### config.mk
export PLATFORM = sky130hd
export DESIGN_NAME = indication_queue_with_flow_gate
export DESIGN_NICKNAME = d
export VERILOG_FILES = /design/src/design/iqfg_pkg.sv /design/src/design/iqfg_ctrl.sv /design/src/design/iqfg_dp.sv /design/src/design/indication_queue_with_flow_gate.sv
export SDC_FILE = /design/constraint.sdc
export NUM_CORES = 1
export LEC_CHECK = 0
export BUFFER_PORTS_ARGS = -buffer_cell sky130_fd_sc_hd__buf_2
export CORE_ASPECT_RATIO = 0.5
export CORE_MARGIN = 3
export CORE_UTILIZATION = 29
export CTS_CLUSTER_DIAMETER = 40
export DETAILED_ROUTE_END_ITERATION = 6
export MAX_ROUTING_LAYER = met4
export PLACE_DENSITY = 0.49
export SLEW_MARGIN = 20
export SYNTH_ARGS = -nofsm -noshare
export SYNTH_HDL_FRONTEND = slang
export SYNTH_HIERARCHICAL = 1
export SYNTH_SLANG_ARGS = --single-unit
### constraint.sdc
create_clock -name i_clk -period 15.5 [get_ports i_clk]
set_input_delay 0.775 -clock i_clk [delete_from_list [all_inputs] [get_ports i_clk]]
set_output_delay 0.775 -clock i_clk [all_outputs]
set_load 0.03 [all_outputs]
### src/design/iqfg_pkg.sv
// ----------------------------------------------------------------------------
// iqfg_pkg: shared types and constants for the indication queue
// Queue depth, byte limits, operation codes and the controller command word.
// ----------------------------------------------------------------------------
package iqfg_pkg;

    // queue geometry
    localparam int QUEUE_ENTRIES = 16;
    localparam int MAX_BYTES     = 5;
    localparam int PTR_W         = $clog2(QUEUE_ENTRIES);
    localparam int CNT_W         = $clog2(QUEUE_ENTRIES + 1);

    // fixed field widths
    localparam int OP_W     = 2;
    localparam int HANDLE_W = 16;
    localparam int LEN_W    = 3;
    localparam int BYTES_W  = 40;
    localparam int NBYTES   = BYTES_W / 8;
    localparam int ENTRY_W  = HANDLE_W + LEN_W + BYTES_W;

    // operation codes
    localparam logic [OP_W-1:0] OP_ENQUEUE = 2'd0;
    localparam logic [OP_W-1:0] OP_CONFIRM = 2'd1;
    localparam logic [OP_W-1:0] OP_TIMEOUT = 2'd2;
    localparam logic [OP_W-1:0] OP_RESET   = 2'd3;

    // controller to datapath command word
    typedef struct packed {
        logic capture;   // latch the input word
        logic update;    // apply the operation to the queue state
        logic pop;       // read the head and advance
        logic load_out;  // load the result register
    } t_cmd;

    // keep only the low 'len' bytes of a data word
    function automatic logic [BYTES_W-1:0] f_byte_mask(input logic [LEN_W-1:0] len);
        logic [BYTES_W-1:0] m;
        m = '0;
        for (int i = 0; i < NBYTES; i++) begin
            if (LEN_W'(i) < len) begin
                m[i*8 +: 8] = 8'hFF;
            end
        end
        return m;
    endfunction

    // circular pointer step, any depth
    function automatic logic [PTR_W-1:0] f_advance(input logic [PTR_W-1:0] p);
        if (p == PTR_W'(QUEUE_ENTRIES - 1)) begin
            return '0;
        end
        return p + PTR_W'(1);
    endfunction

endpackage

### src/design/iqfg_ctrl.sv
// ----------------------------------------------------------------------------
// iqfg_ctrl: sequencer for the indication queue
// Walks each accepted word through update, optional pop and result load.
// ----------------------------------------------------------------------------
module iqfg_ctrl (
    input  logic          i_clk,
    input  logic          i_rst_n,
    input  logic          i_valid,
    output logic          o_ready,
    output logic          o_valid,
    input  logic          i_ready,
    input  logic          i_send_ok,
    output iqfg_pkg::t_cmd o_cmd
);
    import iqfg_pkg::*;

    localparam logic [1:0] S_IDLE   = 2'd0;
    localparam logic [1:0] S_UPDATE = 2'd1;
    localparam logic [1:0] S_POP    = 2'd2;
    localparam logic [1:0] S_DONE   = 2'd3;

    logic [1:0] r_state, n_state;
    logic       r_out_valid, n_out_valid;
    logic       w_accept;
    logic       w_load;

    assign o_ready  = (r_state == S_IDLE);
    assign o_valid  = r_out_valid;
    assign w_accept = i_valid && o_ready;
    // result register free when empty or being drained this cycle
    assign w_load   = (r_state == S_DONE) && (!r_out_valid || i_ready);

    // next state
    always_comb begin
        n_state = r_state;
        case (r_state)
            S_IDLE: begin
                if (w_accept) n_state = S_UPDATE;
            end
            S_UPDATE: begin
                n_state = i_send_ok ? S_POP : S_DONE;
            end
            S_POP: begin
                n_state = S_DONE;
            end
            S_DONE: begin
                if (w_load) n_state = S_IDLE;
            end
            default: n_state = S_IDLE;
        endcase
    end

    // result valid flag
    always_comb begin
        n_out_valid = r_out_valid;
        if (w_load) begin
            n_out_valid = 1'b1;
        end else if (r_out_valid && i_ready) begin
            n_out_valid = 1'b0;
        end
    end

    // commands
    always_comb begin
        o_cmd.capture  = w_accept;
        o_cmd.update   = (r_state == S_UPDATE);
        o_cmd.pop      = (r_state == S_POP);
        o_cmd.load_out = w_load;
    end

    always_ff @(posedge i_clk) begin
        if (!i_rst_n) begin
            r_state     <= S_IDLE;
            r_out_valid <= 1'b0;
        end else begin
            r_state     <= n_state;
            r_out_valid <= n_out_valid;
        end
    end

endmodule

### src/design/iqfg_dp.sv
// ----------------------------------------------------------------------------
// iqfg_dp: datapath for the indication queue
// Entry memory, read/write pointers, full/empty marks, in-flight flag, result.
// ----------------------------------------------------------------------------
module iqfg_dp (
    input  logic                          i_clk,
    input  logic                          i_rst_n,
    input  iqfg_pkg::t_cmd                i_cmd,
    output logic                          o_send_ok,
    input  logic [iqfg_pkg::OP_W-1:0]     i_operation,
    input  logic [iqfg_pkg::HANDLE_W-1:0] i_item_handle,
    input  logic [iqfg_pkg::LEN_W-1:0]    i_item_length,
    input  logic [iqfg_pkg::BYTES_W-1:0]  i_item_bytes,
    output logic                          o_send_valid,
    output logic [iqfg_pkg::HANDLE_W-1:0] o_send_handle,
    output logic [iqfg_pkg::LEN_W-1:0]    o_send_length,
    output logic [iqfg_pkg::BYTES_W-1:0]  o_send_bytes,
    output logic                          o_rejected,
    output logic [iqfg_pkg::CNT_W-1:0]    o_entries_held,
    output logic                          o_busy_res
);
    import iqfg_pkg::*;

    // latched input word
    logic [OP_W-1:0]     r_op;
    logic [HANDLE_W-1:0] r_handle;
    logic [LEN_W-1:0]    r_len;
    logic [BYTES_W-1:0]  r_bytes;

    // queue state
    logic [PTR_W-1:0] r_wr_ptr, n_wr_ptr;
    logic [PTR_W-1:0] r_rd_ptr, n_rd_ptr;
    logic             r_full, n_full;
    logic             r_empty, n_empty;
    logic             r_busy, n_busy;
    logic             r_sent, n_sent;
    logic             r_rej, n_rej;

    // entry memory
    logic [ENTRY_W-1:0] r_mem [QUEUE_ENTRIES];
    logic [ENTRY_W-1:0] r_rd_data;

    logic               w_len_ok;
    logic               w_push;
    logic [PTR_W-1:0]   w_wr_next;
    logic [PTR_W-1:0]   w_rd_next;
    logic [CNT_W-1:0]   w_held;

    assign w_len_ok  = (r_len != '0) && (r_len <= LEN_W'(MAX_BYTES));
    assign w_push    = i_cmd.update && (r_op == OP_ENQUEUE) && w_len_ok && !r_full;
    assign w_wr_next = f_advance(r_wr_ptr);
    assign w_rd_next = f_advance(r_rd_ptr);

    // send check against the state left by the update step
    assign o_send_ok = ((r_op == OP_ENQUEUE) || (r_op == OP_CONFIRM))
                       && !n_busy && !n_empty;

    // queue state update
    always_comb begin
        n_wr_ptr = r_wr_ptr;
        n_rd_ptr = r_rd_ptr;
        n_full   = r_full;
        n_empty  = r_empty;
        n_busy   = r_busy;
        n_sent   = r_sent;
        n_rej    = r_rej;
        if (i_cmd.capture) begin
            n_sent = 1'b0;
            n_rej  = 1'b0;
        end
        if (i_cmd.update) begin
            case (r_op)
                OP_ENQUEUE: begin
                    n_rej = !(w_len_ok && !r_full);
                    if (w_push) begin
                        n_wr_ptr = w_wr_next;
                        n_empty  = 1'b0;
                        n_full   = (w_wr_next == r_rd_ptr);
                    end
                end
                OP_CONFIRM: n_busy = 1'b0;
                OP_TIMEOUT: n_busy = 1'b0;
                OP_RESET: begin
                    n_wr_ptr = '0;
                    n_rd_ptr = '0;
                    n_full   = 1'b0;
                    n_empty  = 1'b1;
                    n_busy   = 1'b0;
                end
                default: n_busy = r_busy;
            endcase
        end
        if (i_cmd.pop) begin
            n_rd_ptr = w_rd_next;
            n_full   = 1'b0;
            n_empty  = (w_rd_next == r_wr_ptr);
            n_busy   = 1'b1;
            n_sent   = 1'b1;
        end
    end

    // entries waiting
    always_comb begin
        if (r_full) begin
            w_held = CNT_W'(QUEUE_ENTRIES);
        end else if (r_wr_ptr >= r_rd_ptr) begin
            w_held = CNT_W'(r_wr_ptr) - CNT_W'(r_rd_ptr);
        end else begin
            w_held = CNT_W'(r_wr_ptr) + CNT_W'(QUEUE_ENTRIES) - CNT_W'(r_rd_ptr);
        end
    end

    // control registers
    always_ff @(posedge i_clk) begin
        if (!i_rst_n) begin
            r_wr_ptr <= '0;
            r_rd_ptr <= '0;
            r_full   <= 1'b0;
            r_empty  <= 1'b1;
            r_busy   <= 1'b0;
            r_sent   <= 1'b0;
            r_rej    <= 1'b0;
        end else begin
            r_wr_ptr <= n_wr_ptr;
            r_rd_ptr <= n_rd_ptr;
            r_full   <= n_full;
            r_empty  <= n_empty;
            r_busy   <= n_busy;
            r_sent   <= n_sent;
            r_rej    <= n_rej;
        end
    end

    // input word latch
    always_ff @(posedge i_clk) begin
        if (i_cmd.capture) begin
            r_op     <= i_operation;
            r_handle <= i_item_handle;
            r_len    <= i_item_length;
            r_bytes  <= i_item_bytes;
        end
    end

    // memory write port
    always_ff @(posedge i_clk) begin
        if (w_push) begin
            r_mem[r_wr_ptr] <= {r_handle, r_len, r_bytes & f_byte_mask(r_len)};
        end
    end

    // memory read port, registered
    always_ff @(posedge i_clk) begin
        if (i_cmd.pop) begin
            r_rd_data <= r_mem[r_rd_ptr];
        end
    end

    // result register; send fields read zero when nothing went out
    always_ff @(posedge i_clk) begin
        if (i_cmd.load_out) begin
            o_send_valid   <= r_sent;
            o_send_handle  <= r_sent ? r_rd_data[ENTRY_W-1 -: HANDLE_W] : '0;
            o_send_length  <= r_sent ? r_rd_data[BYTES_W +: LEN_W] : '0;
            o_send_bytes   <= r_sent ? r_rd_data[BYTES_W-1:0] : '0;
            o_rejected     <= r_rej;
            o_entries_held <= w_held;
            o_busy_res     <= r_busy;
        end
    end

endmodule

### src/design/indication_queue_with_flow_gate.sv
// ----------------------------------------------------------------------------
// indication_queue_with_flow_gate: one indication in flight, rest queued
// Each accepted word steps through update, pop (only when sent, reading the
// registered read port of the entry memory) and done, where the result loads
// once the result register is free; no new word is taken until back in idle.
// Reset clears pointers, marks and in-flight; entry memory is not cleared.
// ----------------------------------------------------------------------------
module indication_queue_with_flow_gate (
    input  logic                          i_clk,
    input  logic                          i_rst_n,
    input  logic                          i_valid,
    output logic                          o_ready,
    input  logic [iqfg_pkg::OP_W-1:0]     i_operation,
    input  logic [iqfg_pkg::HANDLE_W-1:0] i_item_handle,
    input  logic [iqfg_pkg::LEN_W-1:0]    i_item_length,
    input  logic [iqfg_pkg::BYTES_W-1:0]  i_item_bytes,
    output logic                          o_valid,
    input  logic                          i_ready,
    output logic                          o_send_valid,
    output logic [iqfg_pkg::HANDLE_W-1:0] o_send_handle,
    output logic [iqfg_pkg::LEN_W-1:0]    o_send_length,
    output logic [iqfg_pkg::BYTES_W-1:0]  o_send_bytes,
    output logic                          o_rejected,
    output logic [iqfg_pkg::CNT_W-1:0]    o_entries_held,
    output logic                          o_busy_res
);
    import iqfg_pkg::*;

    t_cmd w_cmd;
    logic w_send_ok;

    // sequencer
    iqfg_ctrl u_ctrl (
        .i_clk     (i_clk),
        .i_rst_n   (i_rst_n),
        .i_valid   (i_valid),
        .o_ready   (o_ready),
        .o_valid   (o_valid),
        .i_ready   (i_ready),
        .i_send_ok (w_send_ok),
        .o_cmd     (w_cmd)
    );

    // queue datapath
    iqfg_dp u_dp (
        .i_clk          (i_clk),
        .i_rst_n        (i_rst_n),
        .i_cmd          (w_cmd),
        .o_send_ok      (w_send_ok),
        .i_operation    (i_operation),
        .i_item_handle  (i_item_handle),
        .i_item_length  (i_item_length),
        .i_item_bytes   (i_item_bytes),
        .o_send_valid   (o_send_valid),
        .o_send_handle  (o_send_handle),
        .o_send_length  (o_send_length),
        .o_send_bytes   (o_send_bytes),
        .o_rejected     (o_rejected),
        .o_entries_held (o_entries_held),
        .o_busy_res     (o_busy_res)
    );

    // a sent word always leaves an indication in flight
    a_send_busy: assert property (@(posedge i_clk) disable iff (!i_rst_n)
        (o_valid && o_send_valid) |-> o_busy_res)
        else $error("send without in-flight");

    // nothing sent means zeroed send fields
    a_idle_zero: assert property (@(posedge i_clk) disable iff (!i_rst_n)
        (o_valid && !o_send_valid) |->
        (o_send_handle == '0 && o_send_length == '0 && o_send_bytes == '0))
        else $error("send fields not cleared");

    // one word at a time: no accept right after an accept
    a_one_word: assert property (@(posedge i_clk) disable iff (!i_rst_n)
        (i_valid && o_ready) |=> !o_ready)
        else $error("second word taken while busy");

    // held count stays within the queue depth
    a_held_range: assert property (@(posedge i_clk) disable iff (!i_rst_n)
        o_valid |-> (o_entries_held <= CNT_W'(QUEUE_ENTRIES)))
        else $error("held count out of range");

endmodule
Word level (Yosys, flattened, before mapping)

Memories as Yosys holds them, arrays and structs flattened. A register that Yosys moved wholly into a read port is not among the register bits.
Cells that the tools add are included.

$add $sub $neg: 5
$mul: 0
Divide/modulo/power cells: 0
Magnitude comparators: 7
Equal/unequal tests: 13
Shift-type cells: 0
Multiplexer cells: 44
Bitwise operators: 2
Reductions and logical operators: 30

Operator list:

| cell                                                      | number |
|---|---|
| 2-to-1 mux 8 bit                                          | 10 |
| AND 40 bit                                                | 1 |
| 2-to-1 mux 4 bit                                          | 8 |
| 2-to-1 mux 1 bit                                          | 19 |
| logical AND 1 bit                                         | 10 |
| nonzero test 2 bit                                        | 5 |
| adder 4 x 1 -> 4 bit, second input constant               | 2 |
| equality test 2 bit, second input constant                | 4 |
| equality test 4 bit                                       | 2 |
| equality test 4 bit, second input constant                | 2 |
| one-hot mux 2 bit (4 select lines)                        | 1 |
| one-hot mux 4 bit (2 select lines)                        | 1 |
| less-than comparator 1 x 3 -> 1 bit, first input constant | 2 |
| less-than comparator 2 x 3 -> 1 bit, first input constant | 2 |
| adder 4 x 5 -> 5 bit, second input constant               | 1 |
| zero test 1 bit                                           | 5 |
| 2-to-1 mux 5 bit                                          | 1 |
| subtractor 4 x 4 -> 5 bit                                 | 1 |
| subtractor 5 x 4 -> 5 bit                                 | 1 |
| equality test 2 x 1 -> 1 bit, second input constant       | 2 |
| greater-or-equal comparator 4 bit                         | 1 |
| zero test 2 bit                                           | 2 |
| 2-to-1 mux 2 bit                                          | 2 |
| != test 2 x 1 -> 1 bit, second input constant             | 2 |
| other kinds (11)                                          | 14 |

Register bits: 144
Bits in latches: 0
Memory bits (writable): 944
Bits in read-only memories: 0
Bits of input ports: 65
Output and inout port bits: 69
Logic and storage cells: 122
Memories: 1

Memories:

| name       | words | bits a word | rd ports | clocked after memory_dff | write ports | line          | source |
|---|---|---|---|---|---|---|---|
| u_dp.r_mem | 16    | 59          | 1        | 1                        | 1           | iqfg_dp.sv:40 | `logic [ENTRY_W-1:0] r_mem [QUEUE_ENTRIES];` |

Logic depth before layout (Yosys ltp)

Depth in word-level cells: 12
Mapped depth: 9
Depth with buffers taken out: 9

Hierarchy

Netlist, hierarchy kept.

By module, submodules not included:

| module    | instances | cells an instance | area each (µm²) | sequential area each (µm²) |
|---|---|---|---|---|
| iqfg_dp   | 1         | 1,750             | 42,751.0        | 34,222.8 |
| iqfg_ctrl | 1         | 25                | 236.5           | 60.1 |

Worst setup path before layout

No wires, ideal clock.

Path type: register to register
Start: reg u_dp.r_len[1]
End: mem u_dp/r_mem[2][0] (netlist bit) (enable)
Setup time: 0.548 ns
Arrival: 5.485 ns
Data required time: 14.952 ns
Path slack: 9.466 ns
Cell stages (with the launch flop): 6
Buffers on the path: 1
Clock period less this slack: 6.034 ns
Cells stage by stage: edfxtp_1 > nor3_1 > buf_1 > nor3_1 > nand2_1 > nor3_1

Longest elaborated chain between the ends: 6
Elaborated cells between the ends (all ways): 7
Classes of those cells: order compare (1); mux (2); reduce/logical (4)

Ends and longest elaborated chain:

| element                                                   | line           | source |
|---|---|---|
| start, declared                                           | iqfg_dp.sv:27  | `logic [LEN_W-1:0] r_len;` |
| start signal, assigned                                    | iqfg_dp.sv:139 | `r_len <= i_item_length;` |
| <= comparator 3 bit or nonzero test 3 bit (tied branches) | iqfg_dp.sv:49  | `assign w_len_ok = (r_len != '0) && (r_len <= LEN_W'(MAX_BYTES));` |
| logical AND 1 bit (*)                                     | iqfg_dp.sv:49  |  |
| logical AND 1 bit (*) (2 in a row)                        | iqfg_dp.sv:50  | `assign w_push = i_cmd.update && (r_op == OP_ENQUEUE) && w_len_ok && !r_full;` |
| 2-to-1 mux 1 bit (*)                                      | iqfg_dp.sv:146 | `if (w_push) begin` |
| 2-to-1 mux 1 bit (implied by the code) (*)                | iqfg_dp.sv:147 | `r_mem[r_wr_ptr] <= {r_handle, r_len, r_bytes & f_byte_mask(r_len)};` |
| end, declared                                             | iqfg_dp.sv:40  |  |

Mark *: on every way between the ends. The rest lies on a longest branch, timed or not.

Worst setup path after layout

Start: reg u_dp.r_len[0]
End: mem u_dp/r_mem[8][8] (netlist bit) (enable)

Same word-level chain as after synthesis.

==> summary.txt <==
Finish
  – Fillers: 13453
  – Reg area: 34300 um^2
  – Nets@finish: 2086
  – Share of layout cells above drive strength 1: 0.333
  – Area growth, synth to finish: 17.6%
  – Post-route insts no fill: approximately 4100
  – Area occupied by multi-input gates: 8360 um^2
  – Design area: 50500 um^2

Synthesis
  – Syn avg cell area: 24.2 um^2
  – Cells after synthesis: approximately 1800
  – Yosys warning count: 6
  – Synth top area share: 0.790
  – Mapped Nets: 1857
  – Top_reg_cell synth: edfxtp_1
  – Main area contributors after synthesis: edfxtp_1 79%, mux4_2 15%, and2_1 1.1%
  – Top cell type by total area after synthesis: edfxtp_1
  – Mapped Area: 43000 um^2
  – EDFF count, synth: about 1100
  – Seq/Total Area, Yosys: 0.798
  – Yosys cell types: 48
  – FF+latch count, synth: between 1000 and 1500
  – Async set or reset register ratio after synthesis: 0

Global routing
  – Initial antenna violation count: 4
  – GR Util met3: 0.0215
  – GR Overflow Total: 0
  – Met2 Usage GRT: 0.205
  – Met1 Resource Use GR: 0.187
  – Largest net degree at the start of global routing: 68
  – GRT Total Usage: 0.134
  – First-pass GRT wire length: 144 mm
  – Vias in the first global route: 20055
  – Gr busiest metal: met2

Clock network
  – Hold-fix buffers at CTS: 0
  – CTS tree: built
  – Max clock buf depth: 3
  – Post-CTS Resized: 0
  – Root buffer cell: clkbuf_16
  – H-tree depth: 4
  – Post-CTS Setup Inserts: 0
  – CTS clk-pin slew, worst paths: 0.06 ns
  – Worst-Skew Late Latency: 0.75 ns
  – Clock sinks: 1147
  – CTS buffer count: approximately 130

STA
  – Final hold vios: 0
  – Final period utilization: 0.271
  – Minimum clock period: about 4.2 ns
  – Final Skew: 0.0316 ns
  – Max Slew Vio Count: 0
  – Measured slew at the worst slew-check pin: 1.05 ns
  – Setup TNS: 0 ns
  – Endpoints failing setup: 0
  – Fmax: 238 MHz
  – Slew Limit Headroom: 0.297
  – RSZ-0062 raised after global routing: false

Worst setup path
  – Startpoint Class: register
  – Crit end category: register
  – CP arrival: 4.56 ns
  – Worst R2R Setup Slack: 11.29 ns
  – Critical path fanouts, max: 26
  – Worst Path Required: between 15 and 20 ns
  – Reg2reg path depth: 7
  – Type of the worst setup path: reg -> reg

Floorplan
  – Row count: 99
  – # IOs: 134
  – Die Span Y: 278 um
  – Die area: 153000 um^2
  – Starting Density: 0.293
  – Core Box Area: about 150000 um^2
  – Die Wd: 550 um

Flow run
  – Max-cap violations: 0

Drt
  – Drt drc: 0
  – Number of vias per cell: 4.65
  – Vias: between 15000 and 20000
  – TritonRoute pass-1 iters: 6
  – WL per Instance: 24.4 um
  – 1st-iter DRT viols: 1628
  – DRT Wirelength: 99.5 mm
  – ANT nets after route: 0

Power
  – Peak supply drop: ~0.11 mV
  – Pwr dens: 151 nW/um^2
  – LEAKAGE: 15.6 nW

Min path
  – Worst Hold Depth: 1
  – HP Class: in -> reg

Place
  – Final HPWL DP: around 52 mm
  – I/O Buffers: roughly 130
  – Placed cells: ~3800
  – GPL Wtd Cong: approximately 0.7
  – Post-DP Area: ~46000 um^2

Outcome
  – Status: complete, no violations
-- report_power, final --
group	internal [mW]	leakage, nW	total, mW	switching [mW]
clock network	1.82	2.11	3.08	1.26
logic	0.327	3.06	0.766	0.438
registers	3.67	10.4	3.77	0.0950
-- state kept, by name, indices dropped and copies added, names as in the netlist --
signal and flops:
u_dp/r_empty 1, u_dp/r_mem 944, u_dp/r_sent 1, u_dp/r_wr_ptr 4, u_dp/r_rej 1, u_dp/r_rd_data 59
u_dp/r_busy 1, u_dp/o_busy_res 1, u_dp/o_send_valid 1, u_dp/r_op 2, u_dp/r_len 3, u_dp/o_send_handle 16
u_dp/r_bytes 40, u_ctrl/o_valid 1, u_dp/o_rejected 1, u_dp/o_entries_held 5, u_dp/r_handle 16, u_dp/o_send_bytes 40
u_dp/o_send_length 3, u_ctrl/r_state 2, u_dp/r_rd_ptr 4, u_dp/r_full 1
-- stage by stage --
step	hold slack, ns	power (mW)	setup slack, ns	util
3_3_place_gp	0.427	4.62	11.25	0.315
6_report	0.200	7.61	11.29	0.345
5_1_grt	0.161	7.92	11.01	0.345
3_5_place_dp	0.433	4.63	11.25	0.315
2_1_floorplan	0.409	4.37	9.47	-
4_1_cts	0.137	7.73	11.23	0.345
-- worst max-delay path: stages (launching register included) --
cell      delay (ns)
edfxtp_1        0.71
nor3_2          0.16
buf_4           0.25
nor3_1          0.47
nand2_1         0.34
nor2_4          0.70
buf_4           0.53
buf_4           0.57
-- metal layers --
layer	part of all wire	routed length, um
met1	0.46	45600
met2	0.48	47400
met3	0.047	4670
met4	0.019	1850
met5	0	0
-- synthesized netlist by cell type (2+ instances only) --
cell type / count
edfxtp_1: 1131
buf_2: 12
buf_1: 15
buf_6: 9
nand2b_1: 4
clkbuf_1: 34
xnor2_1: 4
xor2_1: 6
nor2b_1: 28
nand2_1: 14
and3_1: 3
dfxtp_1: 16
inv_1: 11
mux4_2: 295
o21ai_0: 2
ha_1: 16
a22oi_1: 4
nor2_1: 24
a21oi_1: 10
and2_1: 77
o21a_1: 5
a31oi_1: 3
nor3_1: 10
mux2i_1: 2
buf_4: 12
nand3_1: 3
o31ai_1: 2
nand3b_1: 3
-- path summary, 6_finish.rpt --
check,to,startpoint
setup reg to reg,u_dp/r_mem[8][8]$_DFFE_PP_,u_dp/r_len[0]$_DFFE_PP_
hold / removal,u_dp/r_handle[0]$_DFFE_PP_,i_item_handle[0]
hold reg to reg,u_dp/o_busy_res$_DFFE_PP_,u_dp/r_busy$_SDFF_PN0_
setup / recovery,u_dp/r_mem[8][8]$_DFFE_PP_,u_dp/r_len[0]$_DFFE_PP_
-- logic make-up (layout without fill, tap and decap cells) --
group	count (synthesis)	count (layout)	share of synthesized area
AND/OR/NAND/NOR	171	171	0.0227
XOR/XNOR	10	10	0.00204
flip-flops	1147	1147	0.798
buffers and inverters	94	428	0.0112
other	0	3	0
adder cells (fa/ha/maj)	17	17	0.00512
AO/OA/AOI/OAI	38	38	0.00614
multiplexers	298	298	0.155
-- final cells by class --
| type | count | area share |
|---|---|---|
| antenna | 3 | 0.000149 |
| clock buffer | 151 | 0.0685 |
| clock inverter | 87 | 0.0173 |
| inverter | 12 | 0.000941 |
| multi-input combinational | 534 | 0.165 |
| sequential | 1147 | 0.679 |
| tap | 1969 | 0.0487 |
| timing repair buffer | 178 | 0.0203 |
-- placed cells by master, fill, tap and decap left out, drive strengths merged, types with 10 or more instances in the layout --
master	netlist	layout
nor2	24	24
dfxtp	16	16
a21oi	10	10
nor3	10	10
mux4	295	295
inv	12	25
clkbuf	34	151
buf	48	178
and2	77	77
ha	16	16
edfxtp	1131	1131
nand2	14	14
clkinv	0	54
nor2b	28	28
bufinv	0	12
No activity file was read; power rests on OpenSTA's default activity.
